File: src/hw/rtl/assert_macros.svh
// Assertion macros shared by the touch tracker RTL.
`ifndef ASSERT_MACROS_SVH
`define ASSERT_MACROS_SVH

// Clocked assertion on clk, switched off while rst_n is low.
`define TST_ASSERT(lbl, prop, msg) \
  lbl: assert property (@(posedge clk) disable iff (!rst_n) (prop)) else $error(msg);

// Clocked assertion that is also checked during reset.
`define TST_ASSERT_ALWAYS(lbl, prop, msg) \
  lbl: assert property (@(posedge clk) (prop)) else $error(msg);

`endif

File: src/hw/rtl/tst_pkg.sv
// Types and constants of the two-slot touch tracker.
package tst_pkg;

  localparam int COORD_W   = 12;
  localparam int ID_W      = 4;
  localparam int Z_W       = 8;
  localparam int MAJOR_W   = Z_W - 1;
  localparam int CNT_W     = 2;
  localparam int TRACK_IDS = 16;

  localparam logic [CNT_W-1:0] CNT_ZERO = 2'd0;
  localparam logic [CNT_W-1:0] CNT_ONE  = 2'd1;
  localparam logic [CNT_W-1:0] CNT_TWO  = 2'd2;

  localparam logic MODE_PER_SLOT = 1'b0;
  localparam logic MODE_FIXED    = 1'b1;

  typedef struct packed {
    logic [CNT_W-1:0]   prev_count;
    logic [CNT_W-1:0]   cur_count;
    logic [ID_W-1:0]    id_first;
    logic [COORD_W-1:0] x_first;
    logic [COORD_W-1:0] y_first;
    logic [Z_W-1:0]     z_first;
    logic [ID_W-1:0]    id_second;
    logic [COORD_W-1:0] x_second;
    logic [COORD_W-1:0] y_second;
    logic [Z_W-1:0]     z_second;
  } frame_t;

  typedef struct packed {
    logic               valid;
    logic [ID_W-1:0]    id;
    logic [COORD_W-1:0] x;
    logic [COORD_W-1:0] y;
    logic [Z_W-1:0]     z;
  } slot_t;

  typedef slot_t [1:0] slot_pair_t;

  typedef struct packed {
    logic               slot_index;
    logic               has_contact;
    logic [COORD_W-1:0] pos_x;
    logic [COORD_W-1:0] pos_y;
    logic [MAJOR_W-1:0] major;
    logic               buttons_present;
    logic               button_touch;
    logic               button_second;
    logic               last;
  } rec_t;

  typedef struct packed {
    rec_t first;
    rec_t second;
    logic two;
  } frame_recs_t;

endpackage

File: src/hw/rtl/tst_if.sv
// Channel interfaces of the two-slot touch tracker.
interface tst_in_if import tst_pkg::*; ();
  logic               valid;
  logic               ready;
  logic [CNT_W-1:0]   prev_count;
  logic [CNT_W-1:0]   cur_count;
  logic [ID_W-1:0]    id_first;
  logic [COORD_W-1:0] x_first;
  logic [COORD_W-1:0] y_first;
  logic [Z_W-1:0]     z_first;
  logic [ID_W-1:0]    id_second;
  logic [COORD_W-1:0] x_second;
  logic [COORD_W-1:0] y_second;
  logic [Z_W-1:0]     z_second;

  modport source (
    output valid, prev_count, cur_count, id_first, x_first, y_first, z_first,
           id_second, x_second, y_second, z_second,
    input  ready
  );
  modport sink (
    input  valid, prev_count, cur_count, id_first, x_first, y_first, z_first,
           id_second, x_second, y_second, z_second,
    output ready
  );
endinterface

interface tst_out_if import tst_pkg::*; ();
  logic               valid;
  logic               ready;
  logic               slot_index;
  logic               has_contact;
  logic [COORD_W-1:0] pos_x;
  logic [COORD_W-1:0] pos_y;
  logic [MAJOR_W-1:0] major;
  logic               buttons_present;
  logic               button_touch;
  logic               button_second;
  logic               last;

  modport source (
    output valid, slot_index, has_contact, pos_x, pos_y, major, buttons_present,
           button_touch, button_second, last,
    input  ready
  );
  modport sink (
    input  valid, slot_index, has_contact, pos_x, pos_y, major, buttons_present,
           button_touch, button_second, last,
    output ready
  );
endinterface

interface tst_cfg_if ();
  logic valid;
  logic ready;
  logic data;

  modport source (output valid, data, input ready);
  modport sink (input valid, data, output ready);
endinterface

File: src/hw/rtl/two_slot_touch_tracker_unit.sv
// Top level of the two-slot touch tracker.
// Usage: one touch frame per transaction on in_ch (prev/cur contact counts and
// up to two contacts). The block keeps two slots and emits one or two records
// per frame on out_ch; the record with last set closes the frame.
// cfg_ch writes the one-bit report mode and is always ready; the user must write
// it only while no frame is in flight, which the block does not enforce. Mode 0
// reports each valid slot, or one empty record; mode 1 always reports slot 0 with
// button states, then slot 1 if valid.
// An input register feeds the slot update logic, whose records land in a
// two-entry result buffer; the slot registers update in the same cycle.
// Throughput: one record per cycle while out_ch is ready, set by the result port;
// a frame loads into the buffer as the last record of the frame before is taken.
// When out_ch stalls, the buffer holds its records and the input register holds
// the next frame; in_ch.ready drops only while both are occupied.
// Reset clears both slots (invalid, id, position and pressure zero), the report
// mode and all valid flags.
`include "assert_macros.svh"

module two_slot_touch_tracker_unit import tst_pkg::*; (
  input  logic       clk,
  input  logic       rst_n,
  tst_in_if.sink     in_ch,
  tst_out_if.source  out_ch,
  tst_cfg_if.sink    cfg_ch
);

  logic        in_v_r;
  logic        in_v_nxt;
  frame_t      frame_r;
  logic        mode_r;
  logic        load;
  logic        can_load;
  logic        in_take;
  frame_recs_t recs;

  assign load         = in_v_r && can_load;
  assign in_ch.ready  = !in_v_r || load;
  assign in_take      = in_ch.valid && in_ch.ready;
  assign cfg_ch.ready = 1'b1;

  always_comb begin
    in_v_nxt = in_v_r;
    if (load) begin
      in_v_nxt = 1'b0;
    end
    if (in_take) begin
      in_v_nxt = 1'b1;
    end
  end

  always_ff @(posedge clk) begin
    if (!rst_n) begin
      in_v_r <= 1'b0;
      mode_r <= MODE_PER_SLOT;
    end else begin
      in_v_r <= in_v_nxt;
      if (cfg_ch.valid && cfg_ch.ready) begin
        mode_r <= cfg_ch.data;
      end
    end
  end

  always_ff @(posedge clk) begin
    if (in_take) begin
      frame_r.prev_count <= in_ch.prev_count;
      frame_r.cur_count  <= in_ch.cur_count;
      frame_r.id_first   <= in_ch.id_first;
      frame_r.x_first    <= in_ch.x_first;
      frame_r.y_first    <= in_ch.y_first;
      frame_r.z_first    <= in_ch.z_first;
      frame_r.id_second  <= in_ch.id_second;
      frame_r.x_second   <= in_ch.x_second;
      frame_r.y_second   <= in_ch.y_second;
      frame_r.z_second   <= in_ch.z_second;
    end
  end

  tst_slot_core u_core (
    .clk   (clk),
    .rst_n (rst_n),
    .load  (load),
    .mode  (mode_r),
    .frame (frame_r),
    .recs  (recs)
  );

  tst_rec_buf u_buf (
    .clk      (clk),
    .rst_n    (rst_n),
    .load     (load),
    .recs     (recs),
    .can_load (can_load),
    .out_ch   (out_ch)
  );

  `TST_ASSERT(a_frame_held, (in_v_r && !load) |=> in_v_r, "stalled frame dropped from input register")

endmodule

File: src/hw/rtl/tst_slot_core.sv
// Slot state registers, per-frame slot update and record formation.
`include "assert_macros.svh"

module tst_slot_core import tst_pkg::*; (
  input  logic        clk,
  input  logic        rst_n,
  input  logic        load,
  input  logic        mode,
  input  frame_t      frame,
  output frame_recs_t recs
);

  slot_pair_t slots_r;
  slot_pair_t slots_nxt;
  logic       free_en;
  logic       v0;
  logic       v1;
  rec_t       rec_s0_per;
  rec_t       rec_s0_fix;
  rec_t       rec_s1;
  rec_t       rec_empty;

  function automatic slot_pair_t place_contact(slot_pair_t s, logic [ID_W-1:0] id,
                                               logic [COORD_W-1:0] x,
                                               logic [COORD_W-1:0] y,
                                               logic [Z_W-1:0] z);
    slot_pair_t r;
    logic       sel;
    r = s;
    if (s[0].valid && s[0].id == id) begin
      sel = 1'b0;
    end else if (s[1].valid && s[1].id == id) begin
      sel = 1'b1;
    end else if (!s[0].valid) begin
      sel = 1'b0;
    end else begin
      sel = 1'b1;
    end
    r[sel].id    = id;
    r[sel].x     = x;
    r[sel].y     = y;
    r[sel].z     = z;
    r[sel].valid = (int'(id) < TRACK_IDS);
    return r;
  endfunction

  assign free_en = (frame.cur_count != CNT_ZERO) &&
                   (frame.prev_count == CNT_ONE || frame.prev_count == CNT_TWO);

  always_comb begin
    slots_nxt = slots_r;
    if (free_en) begin
      if (frame.prev_count == CNT_TWO && slots_nxt[1].valid &&
          slots_nxt[1].id != frame.id_first && slots_nxt[1].id != frame.id_second) begin
        slots_nxt[1].valid = 1'b0;
      end
      if (slots_nxt[0].valid && slots_nxt[0].id != frame.id_first &&
          slots_nxt[0].id != frame.id_second) begin
        slots_nxt[0].valid = 1'b0;
      end
    end
    if (frame.cur_count == CNT_TWO) begin
      slots_nxt = place_contact(slots_nxt, frame.id_second, frame.x_second,
                                frame.y_second, frame.z_second);
    end
    if (frame.cur_count == CNT_ONE || frame.cur_count == CNT_TWO) begin
      slots_nxt = place_contact(slots_nxt, frame.id_first, frame.x_first,
                                frame.y_first, frame.z_first);
    end
    if (frame.cur_count == CNT_ZERO) begin
      slots_nxt[0].valid = 1'b0;
      slots_nxt[1].valid = 1'b0;
    end
  end

  assign v0 = slots_nxt[0].valid;
  assign v1 = slots_nxt[1].valid;

  always_comb begin
    rec_s0_per.slot_index      = 1'b0;
    rec_s0_per.has_contact     = 1'b1;
    rec_s0_per.pos_x           = slots_nxt[0].x;
    rec_s0_per.pos_y           = slots_nxt[0].y;
    rec_s0_per.major           = slots_nxt[0].z[Z_W-1:1];
    rec_s0_per.buttons_present = 1'b1;
    rec_s0_per.button_touch    = 1'b1;
    rec_s0_per.button_second   = 1'b1;
    rec_s0_per.last            = 1'b0;

    rec_s0_fix              = rec_s0_per;
    rec_s0_fix.major        = v0 ? slots_nxt[0].z[Z_W-1:1] : '0;
    rec_s0_fix.button_touch = v0;
    rec_s0_fix.button_second = v1;

    rec_s1.slot_index      = 1'b1;
    rec_s1.has_contact     = 1'b1;
    rec_s1.pos_x           = slots_nxt[1].x;
    rec_s1.pos_y           = slots_nxt[1].y;
    rec_s1.major           = slots_nxt[1].z[Z_W-1:1];
    rec_s1.buttons_present = 1'b0;
    rec_s1.button_touch    = 1'b0;
    rec_s1.button_second   = 1'b0;
    rec_s1.last            = 1'b0;

    rec_empty = '0;
  end

  always_comb begin
    recs.second = rec_s1;
    recs.two    = 1'b0;
    case (mode)
      MODE_FIXED: begin
        recs.first = rec_s0_fix;
        recs.two   = v1;
      end
      MODE_PER_SLOT: begin
        if (v0) begin
          recs.first = rec_s0_per;
          recs.two   = v1;
        end else if (v1) begin
          recs.first = rec_s1;
        end else begin
          recs.first = rec_empty;
        end
      end
      default: begin
        recs.first = rec_empty;
      end
    endcase
    recs.first.last  = !recs.two;
    recs.second.last = 1'b1;
  end

  always_ff @(posedge clk) begin
    if (!rst_n) begin
      slots_r <= '0;
    end else if (load) begin
      slots_r <= slots_nxt;
    end
  end

  `TST_ASSERT(a_zero_count_frees, (load && frame.cur_count == CNT_ZERO) |=> (!slots_r[0].valid && !slots_r[1].valid), "zero contact count left a slot valid")
  `TST_ASSERT(a_fixed_two_recs, (mode == MODE_FIXED) |-> (recs.two == v1), "fixed mode record count does not follow slot 1")

endmodule

File: src/hw/rtl/tst_rec_buf.sv
// Two-entry result buffer that hands out the records of one frame in order.
`include "assert_macros.svh"

module tst_rec_buf import tst_pkg::*; (
  input  logic          clk,
  input  logic          rst_n,
  input  logic          load,
  input  frame_recs_t   recs,
  output logic          can_load,
  tst_out_if.source     out_ch
);

  logic [1:0] cnt_r;
  logic [1:0] cnt_nxt;
  rec_t       a_r;
  rec_t       a_nxt;
  rec_t       b_r;
  rec_t       b_nxt;
  logic       pop;

  assign pop      = out_ch.valid && out_ch.ready;
  assign can_load = (cnt_r == 2'd0) || (cnt_r == 2'd1 && pop);

  always_comb begin
    cnt_nxt = cnt_r;
    a_nxt   = a_r;
    b_nxt   = b_r;
    if (pop) begin
      cnt_nxt = cnt_r - 2'd1;
      a_nxt   = b_r;
    end
    if (load) begin
      a_nxt   = recs.first;
      b_nxt   = recs.second;
      cnt_nxt = recs.two ? 2'd2 : 2'd1;
    end
  end

  always_ff @(posedge clk) begin
    if (!rst_n) begin
      cnt_r <= 2'd0;
    end else begin
      cnt_r <= cnt_nxt;
    end
  end

  always_ff @(posedge clk) begin
    a_r <= a_nxt;
    b_r <= b_nxt;
  end

  assign out_ch.valid           = (cnt_r != 2'd0);
  assign out_ch.slot_index      = a_r.slot_index;
  assign out_ch.has_contact     = a_r.has_contact;
  assign out_ch.pos_x           = a_r.pos_x;
  assign out_ch.pos_y           = a_r.pos_y;
  assign out_ch.major           = a_r.major;
  assign out_ch.buttons_present = a_r.buttons_present;
  assign out_ch.button_touch    = a_r.button_touch;
  assign out_ch.button_second   = a_r.button_second;
  assign out_ch.last            = a_r.last;

  `TST_ASSERT(a_cnt_range, cnt_r != 2'd3, "record buffer count out of range")
  `TST_ASSERT(a_load_space, load |-> can_load, "frame loaded into a full record buffer")
  `TST_ASSERT(a_last_closes, (out_ch.valid && cnt_r == 2'd1) |-> a_r.last, "final buffered record not marked last")

endmodule

File: src/flat_wrapper.sv
// flat-port wrapper written by rule: the top's interface ports become plain ports
module two_slot_touch_tracker_unit_flat import tst_pkg::*;
  (clk, rst_n, in_ch_valid, in_ch_prev_count, in_ch_cur_count, in_ch_id_first, in_ch_x_first, in_ch_y_first, in_ch_z_first, in_ch_id_second, in_ch_x_second, in_ch_y_second, in_ch_z_second, in_ch_ready, out_ch_valid, out_ch_slot_index, out_ch_has_contact, out_ch_pos_x, out_ch_pos_y, out_ch_major, out_ch_buttons_present, out_ch_button_touch, out_ch_button_second, out_ch_last, out_ch_ready, cfg_ch_valid, cfg_ch_data, cfg_ch_ready);
  tst_in_if in_ch_i ();
  tst_out_if out_ch_i ();
  tst_cfg_if cfg_ch_i ();
  input  logic clk;
  input  logic rst_n;
  input wire logic [$bits(in_ch_i.valid)-1:0] in_ch_valid;
  input wire logic [$bits(in_ch_i.prev_count)-1:0] in_ch_prev_count;
  input wire logic [$bits(in_ch_i.cur_count)-1:0] in_ch_cur_count;
  input wire logic [$bits(in_ch_i.id_first)-1:0] in_ch_id_first;
  input wire logic [$bits(in_ch_i.x_first)-1:0] in_ch_x_first;
  input wire logic [$bits(in_ch_i.y_first)-1:0] in_ch_y_first;
  input wire logic [$bits(in_ch_i.z_first)-1:0] in_ch_z_first;
  input wire logic [$bits(in_ch_i.id_second)-1:0] in_ch_id_second;
  input wire logic [$bits(in_ch_i.x_second)-1:0] in_ch_x_second;
  input wire logic [$bits(in_ch_i.y_second)-1:0] in_ch_y_second;
  input wire logic [$bits(in_ch_i.z_second)-1:0] in_ch_z_second;
  output wire logic [$bits(in_ch_i.ready)-1:0] in_ch_ready;
  output wire logic [$bits(out_ch_i.valid)-1:0] out_ch_valid;
  output wire logic [$bits(out_ch_i.slot_index)-1:0] out_ch_slot_index;
  output wire logic [$bits(out_ch_i.has_contact)-1:0] out_ch_has_contact;
  output wire logic [$bits(out_ch_i.pos_x)-1:0] out_ch_pos_x;
  output wire logic [$bits(out_ch_i.pos_y)-1:0] out_ch_pos_y;
  output wire logic [$bits(out_ch_i.major)-1:0] out_ch_major;
  output wire logic [$bits(out_ch_i.buttons_present)-1:0] out_ch_buttons_present;
  output wire logic [$bits(out_ch_i.button_touch)-1:0] out_ch_button_touch;
  output wire logic [$bits(out_ch_i.button_second)-1:0] out_ch_button_second;
  output wire logic [$bits(out_ch_i.last)-1:0] out_ch_last;
  input wire logic [$bits(out_ch_i.ready)-1:0] out_ch_ready;
  input wire logic [$bits(cfg_ch_i.valid)-1:0] cfg_ch_valid;
  input wire logic [$bits(cfg_ch_i.data)-1:0] cfg_ch_data;
  output wire logic [$bits(cfg_ch_i.ready)-1:0] cfg_ch_ready;
  assign in_ch_i.valid = in_ch_valid;
  assign in_ch_i.prev_count = in_ch_prev_count;
  assign in_ch_i.cur_count = in_ch_cur_count;
  assign in_ch_i.id_first = in_ch_id_first;
  assign in_ch_i.x_first = in_ch_x_first;
  assign in_ch_i.y_first = in_ch_y_first;
  assign in_ch_i.z_first = in_ch_z_first;
  assign in_ch_i.id_second = in_ch_id_second;
  assign in_ch_i.x_second = in_ch_x_second;
  assign in_ch_i.y_second = in_ch_y_second;
  assign in_ch_i.z_second = in_ch_z_second;
  assign in_ch_ready = in_ch_i.ready;
  assign out_ch_valid = out_ch_i.valid;
  assign out_ch_slot_index = out_ch_i.slot_index;
  assign out_ch_has_contact = out_ch_i.has_contact;
  assign out_ch_pos_x = out_ch_i.pos_x;
  assign out_ch_pos_y = out_ch_i.pos_y;
  assign out_ch_major = out_ch_i.major;
  assign out_ch_buttons_present = out_ch_i.buttons_present;
  assign out_ch_button_touch = out_ch_i.button_touch;
  assign out_ch_button_second = out_ch_i.button_second;
  assign out_ch_last = out_ch_i.last;
  assign out_ch_i.ready = out_ch_ready;
  assign cfg_ch_i.valid = cfg_ch_valid;
  assign cfg_ch_i.data = cfg_ch_data;
  assign cfg_ch_ready = cfg_ch_i.ready;
  two_slot_touch_tracker_unit u_core (.clk(clk), .rst_n(rst_n), .in_ch(in_ch_i), .out_ch(out_ch_i), .cfg_ch(cfg_ch_i));
endmodule
File: config.mk
export PLATFORM = sky130hd
export DESIGN_NAME = two_slot_touch_tracker_unit_flat
export DESIGN_NICKNAME = d
export VERILOG_FILES = /design/src/hw/rtl/tst_pkg.sv /design/src/hw/rtl/tst_if.sv /design/src/hw/rtl/two_slot_touch_tracker_unit.sv /design/src/hw/rtl/tst_slot_core.sv /design/src/hw/rtl/tst_rec_buf.sv /design/src/flat_wrapper.sv
export VERILOG_INCLUDE_DIRS = /design/src /design/src/hw/rtl
export SDC_FILE = /design/constraint.sdc
export NUM_CORES = 1
export LEC_CHECK = 0
export BUFFER_PORTS_ARGS = -buffer_cell sky130_fd_sc_hd__buf_4
export CAP_MARGIN = 10
export CORE_UTILIZATION = 53
export DETAILED_ROUTE_END_ITERATION = 8
export PLACE_DENSITY = 0.76
export SETUP_SLACK_MARGIN = 0.2
export SYNTH_ARGS = -nofsm -noshare
export SYNTH_HDL_FRONTEND = slang
export SYNTH_SLANG_ARGS = --single-unit
File: constraint.sdc
create_clock -name clk -period 3 [get_ports clk]
set_clock_uncertainty 0.1 [all_clocks]
set_input_delay 0.3 -clock clk [delete_from_list [all_inputs] [get_ports clk]]
set_output_delay 0.3 -clock clk [all_outputs]
set_load 0.01 [all_outputs]
# Word-level counts from Yosys, hierarchy flattened
# Index checks and enable logic that the tools add are counted.
# totals
reg_bits	222
latch_bits	0
ram_bits	0
rom_bits	0
input_bits	82
word_cells	141
mem_count	0
# op_classes
add_sub_neg	1
mul	0
div	0
magnitude_cmp	4
eq_ne	13
shift	0
n_mux	59
n_bitwise	1
reduce_logical	28
# op_table
operator	n
$bwmux 74	10
$demux 37 s1	10
$mux 37	6
$mux 74	2
$pmux 37 s2	1
$mux 36	2
$mux 32	2
$mux 20	2
$mux 1	17
$eq 4x4->1	4
$logic_and 1x1->1	16
$mux 8	2
$ne 4x4->1	4
$reduce_bool 2->1	4
$mux 7	1
$eq 2x1->1 const B	3
$mux 2	3
$eq 2x2->1 const B	2
$logic_not 2->1	2
$logic_or 1x1->1	4
$lt 1x2->1 const B	2
$ge 1x1->1 const B	2
$logic_not 1->1	2
$pmux 1 s2	1
other kinds (2)	2

# Longest topological paths before layout
# logic_depth
ltp_word	40
ltp_mapped	14
depth_no_buf	11

# Modules after synthesis
# Synthesis repeated with hierarchy kept, for this count alone.
# hier_totals
hier_cells	1110
area_unflattened_um2	11905.2
# modules_own_cells
module	n_inst	cells_per_inst	area_each_um2	seq_area_each_um2
tst_slot_core	1	888	6690.2	1441.4
tst_rec_buf	1	135	2820.2	2262.2
two_slot_touch_tracker_unit	1	87	2394.8	2322.2

# Worst setup path after synthesis
# No wires, ideal clock.
# synth_timing
kind	reg2reg
startpoint	reg u_core.frame_r[70] (netlist name)
endpoint	reg u_core.u_core.slots_r[42] (netlist name)
setup_ns	0.116
arrival_ns	2.978
t_required_ns	2.784
slack_ns	-0.195
path_stages_with_launch	10
n_path_buf	1
synth_period_minus_slack_ns	3.195
cell_sequence	edfxtp_1 xor2_2 o41ai_2 a221o_1 mux2i_2 xnor2_2 o31ai_4 buf_6 mux2_4 a31o_2
# synth_rtl
element	line	text
start, declared	two_slot_touch_tracker_unit.sv:29	frame_t frame_r;
end signal, assigned	tst_slot_core.sv:138	slots_r <= slots_nxt;
end, declared	tst_slot_core.sv:13	slot_pair_t slots_r;

==> out/metrics.cfg <==
[synth]
postSynthCellCount = 907
synth_async_sr_flop_share_pct = 0
synthFlopType = edfxtp_1
number_of_synthesized_flops_with_an_enable_pin = 142
netlist.top_cell.by_area = edfxtp_1
ys_types = 61
synth.cell_area_um2 = 10800
avgSynthCellArea_um2 = 11.9
yosys.cell_count.top_type = edfxtp_1
synth.top_cell.area_share_pct = 39.4
netlist_top_cells_area = edfxtp_1 39%, dfxtp_1 14%, mux2_2 6.7%, mux2i_1 3.3%, nand3_1 3.1%
yosys_register_bits = 218
ys_top_cells_by_count = 142 x edfxtp_1, 76 x dfxtp_1, 66 x nand3_1, 64 x mux2_2, 53 x a21oi_1
sequential_element_share_of_the_synthesized_area_pct = 53.5
synth_nets = 994
synth-warning-count = 0

[timing]
rsz_0062_raised_after_global_routing = yes
tightestPinTransition_ns = 0.649
report.final.setup_viol = 131
maxSlewHeadroom_pct = 56.8
fin_ws_ns = -0.301
hold_viol_final = 0
layout_min_cycle_time_ns = 3.30
fmax_mhz = 303
final.period_utilization_pct = 110
timing_max_transition_violations_final = 0

[global_route]
grt_pass1_wl_mm = 48.5
total_gr_overflow = 0
gr-usage-all-layers_pct = 30.0
maximum_number_of_pins_on_one_net_before_global_route_repair = 114
initial_antenna_violation_count = 0
number_of_global_route_vias_before_repair = 9368

[clocking]
max-clock-path-buffers = 3
numCtsBuffers = 24
ctsRootBufferMaster = clkbuf_16
insertion_delay_ns = 0.52
number_of_h_tree_levels = 1
clock_tree_from_tritoncts = yes
path_clk_slew_ns = 0.06
clock_sinks = 218

[worst_setup_path]
crit_fanout = 6
critPathLaunchType = flip-flop
critPathKind = flip-flop to flip-flop
crit_arrival_ns = 3.60
required_ns = 3.30
timing.critical_path.to_type = flip-flop

[routing]
route.detailed.drc = 0
drtPass1Iterations = 5
detail_route.iter0.violations = 777
routed_wire_length_per_instance_um = 21.4
detailroute.via_count = 9014
via_per_inst = 6.13
antenna_violating_nets_post_route = 0
postRouteWirelength_mm = 31.5

[placed_design]
post_dp_cell_area_um2 = 13000
pre_cts_slack_ns = -0.388
numPortBuffers = 118
detailed_place_hpwl_mm = 17.9
routabilityCongestion = 0.896
number_of_placed_instances_with_taps_included = 1325

[min_path]
class_of_the_tightest_hold_or_removal_check = input port to flip-flop

[die]
design.portCount = 122
core-area_um2 = 19700
fp.dieW_um = 145
chipHeight_um = 145
floorplan.initialDensity_pct = 54.9
floorplan.die_area_um2 = 21000
std_cell_rows = 51

[pwr]
ir_drop_mv = 0.425
pwr_density_cell_nw_per_um2 = 626
p_total_uw = 9490
leakage_uw = 0.00630

[final_layout]
final_cell_area_um2 = 15200
layout-area-overhead-vs-synth_pct = 40.1
final_layout_size_suffix_gt1_share_pct = 39.5
final_net_count = 1275
final_cell_count_no_fill = 1471

[run_status]
outcome = finished, violations left
violations = setup timing

[job]
max-cap-violations = 0

-- flip-flops by register name (all words and copies together) (netlist names) --
name,cells
u_core.mode_r,1
u_core.u_buf.out_ch.pos_x,12
u_core.u_buf.out_ch.has_contact,1
u_core.u_buf.out_ch.last,1
u_core.u_buf.out_ch.buttons_present,1
u_core.in_v_r,1
u_core.u_buf.out_ch.major,7
u_core.u_buf.cnt_r,2
u_core.u_core.slots_r,72
u_core.u_buf.out_ch.button_second,1
u_core.u_buf.b_r,31
u_core.u_buf.out_ch.button_touch,1
u_core.frame_r,74
u_core.u_buf.out_ch.slot_index,1
u_core.u_buf.out_ch.pos_y,12
-- timing repair --
| item | CTS | global route |
|---|---|---|
| endpoints found under the setup margin | 140 | 141 |
| pin swaps | 11 | 10 |
| resized for setup | 36 | 42 |
| hold endpoints to repair | 76 | 0 |
| gates cloned | 2 | 1 |
| hold buffers | 77 | 0 |
| setup buffers | 10 | 12 |
-- critical path, stage by stage, from the launching register on --
cell	delay (ns)
edfxtp_1	0.47
xor2_2	0.21
o41ai_4	0.42
a221o_1	0.31
mux2i_2	0.29
xnor2_2	0.16
o31ai_4	0.24
buf_6	0.19
buf_12	0.16
buf_12	0.13
mux2_4	0.30
a31o_1	0.18
-- area by class of cell --
class                      instances  area, um^2
sequential                       218        5790
multi-input combinational        598        5140
fill                            1178        4560
timing repair buffer             329        3070
clock buffer                      36         727
tap                              265         332
inverter                          17        65.1
clock inverter                     7        33.8
antenna                            1        2.50
-- cells by family after synthesis --
group | count (synthesis) | share of synthesized area [%]
and+or+nand+nor | 177 | 8.64
AOI/OAI and AO/OA | 258 | 17.3
adders and majority gates | 5 | 0.578
other | 1 | 0.0347
muxes | 134 | 14.2
DFF | 218 | 53.5
xor gates and xnor gates | 22 | 1.92
buffers and inverters | 92 | 3.84
-- metrics by stage --
step / utilization [%] / setup TNS (ns) / hold WS, ns
global route: 76.9 / -41.30 / 0.121
finish: 76.9 / -24.38 / 0.105
CTS: 75.0 / -14.64 / 0.0939
global placement: 65.9 / -18.04 / 0.341
detailed placement: 65.9 / -30.18 / 0.350
floorplan: - / -6.42 / 0.299
-- power breakdown --
group | internal, uW | switching (uW) | leakage (uW)
registers | 3670 | 213 | 0.00198
logic | 1360 | 1410 | 0.00394
clock network | 1660 | 1180 | 0.000374
total | 6690 | 2810 | 0.00630
-- layout by cell type (no fill, tap or decap), types with 18 or more instances in the layout --
cell type	Yosys	final
o211ai_1	27	27
nand2_1	24	21
a21oi_2	0	33
buf_4	9	210
mux2i_1	36	33
edfxtp_1	142	142
nand3_1	66	66
o21ai_1	7	36
mux2_4	20	38
mux2_2	64	59
dlygate4sd3_1	0	77
a31o_1	23	23
o211a_1	25	24
clkbuf_16	0	26
dfxtp_1	76	76
and3_1	36	36
a22oi_1	25	25
a21oi_1	53	18
buf_12	0	24
-- worst paths after layout --
check                                  from                        end  slack [ns]  cells after the start
setup / recovery         u_core.frame_r[70]  u_core.u_core.slots_r[53]       -0.30                     11
hold / removal                 out_ch_ready              u_core.in_v_r        0.11                      4
setup reg to reg         u_core.frame_r[70]  u_core.u_core.slots_r[53]       -0.30                     11
hold reg to reg   u_core.u_core.slots_r[14]  u_core.u_core.slots_r[14]        0.35                      2
-- routing by layer --
metal	global-route usage [%]	up-vias	share of wire (%)
met5	0	-	0
li1	-	4081	-
met1	37.3	4408	40
met3	4.77	79	6.8
met2	52.2	446	50
met4	11.7	0	3.0
No activity file was read; power rests on OpenSTA's default activity.
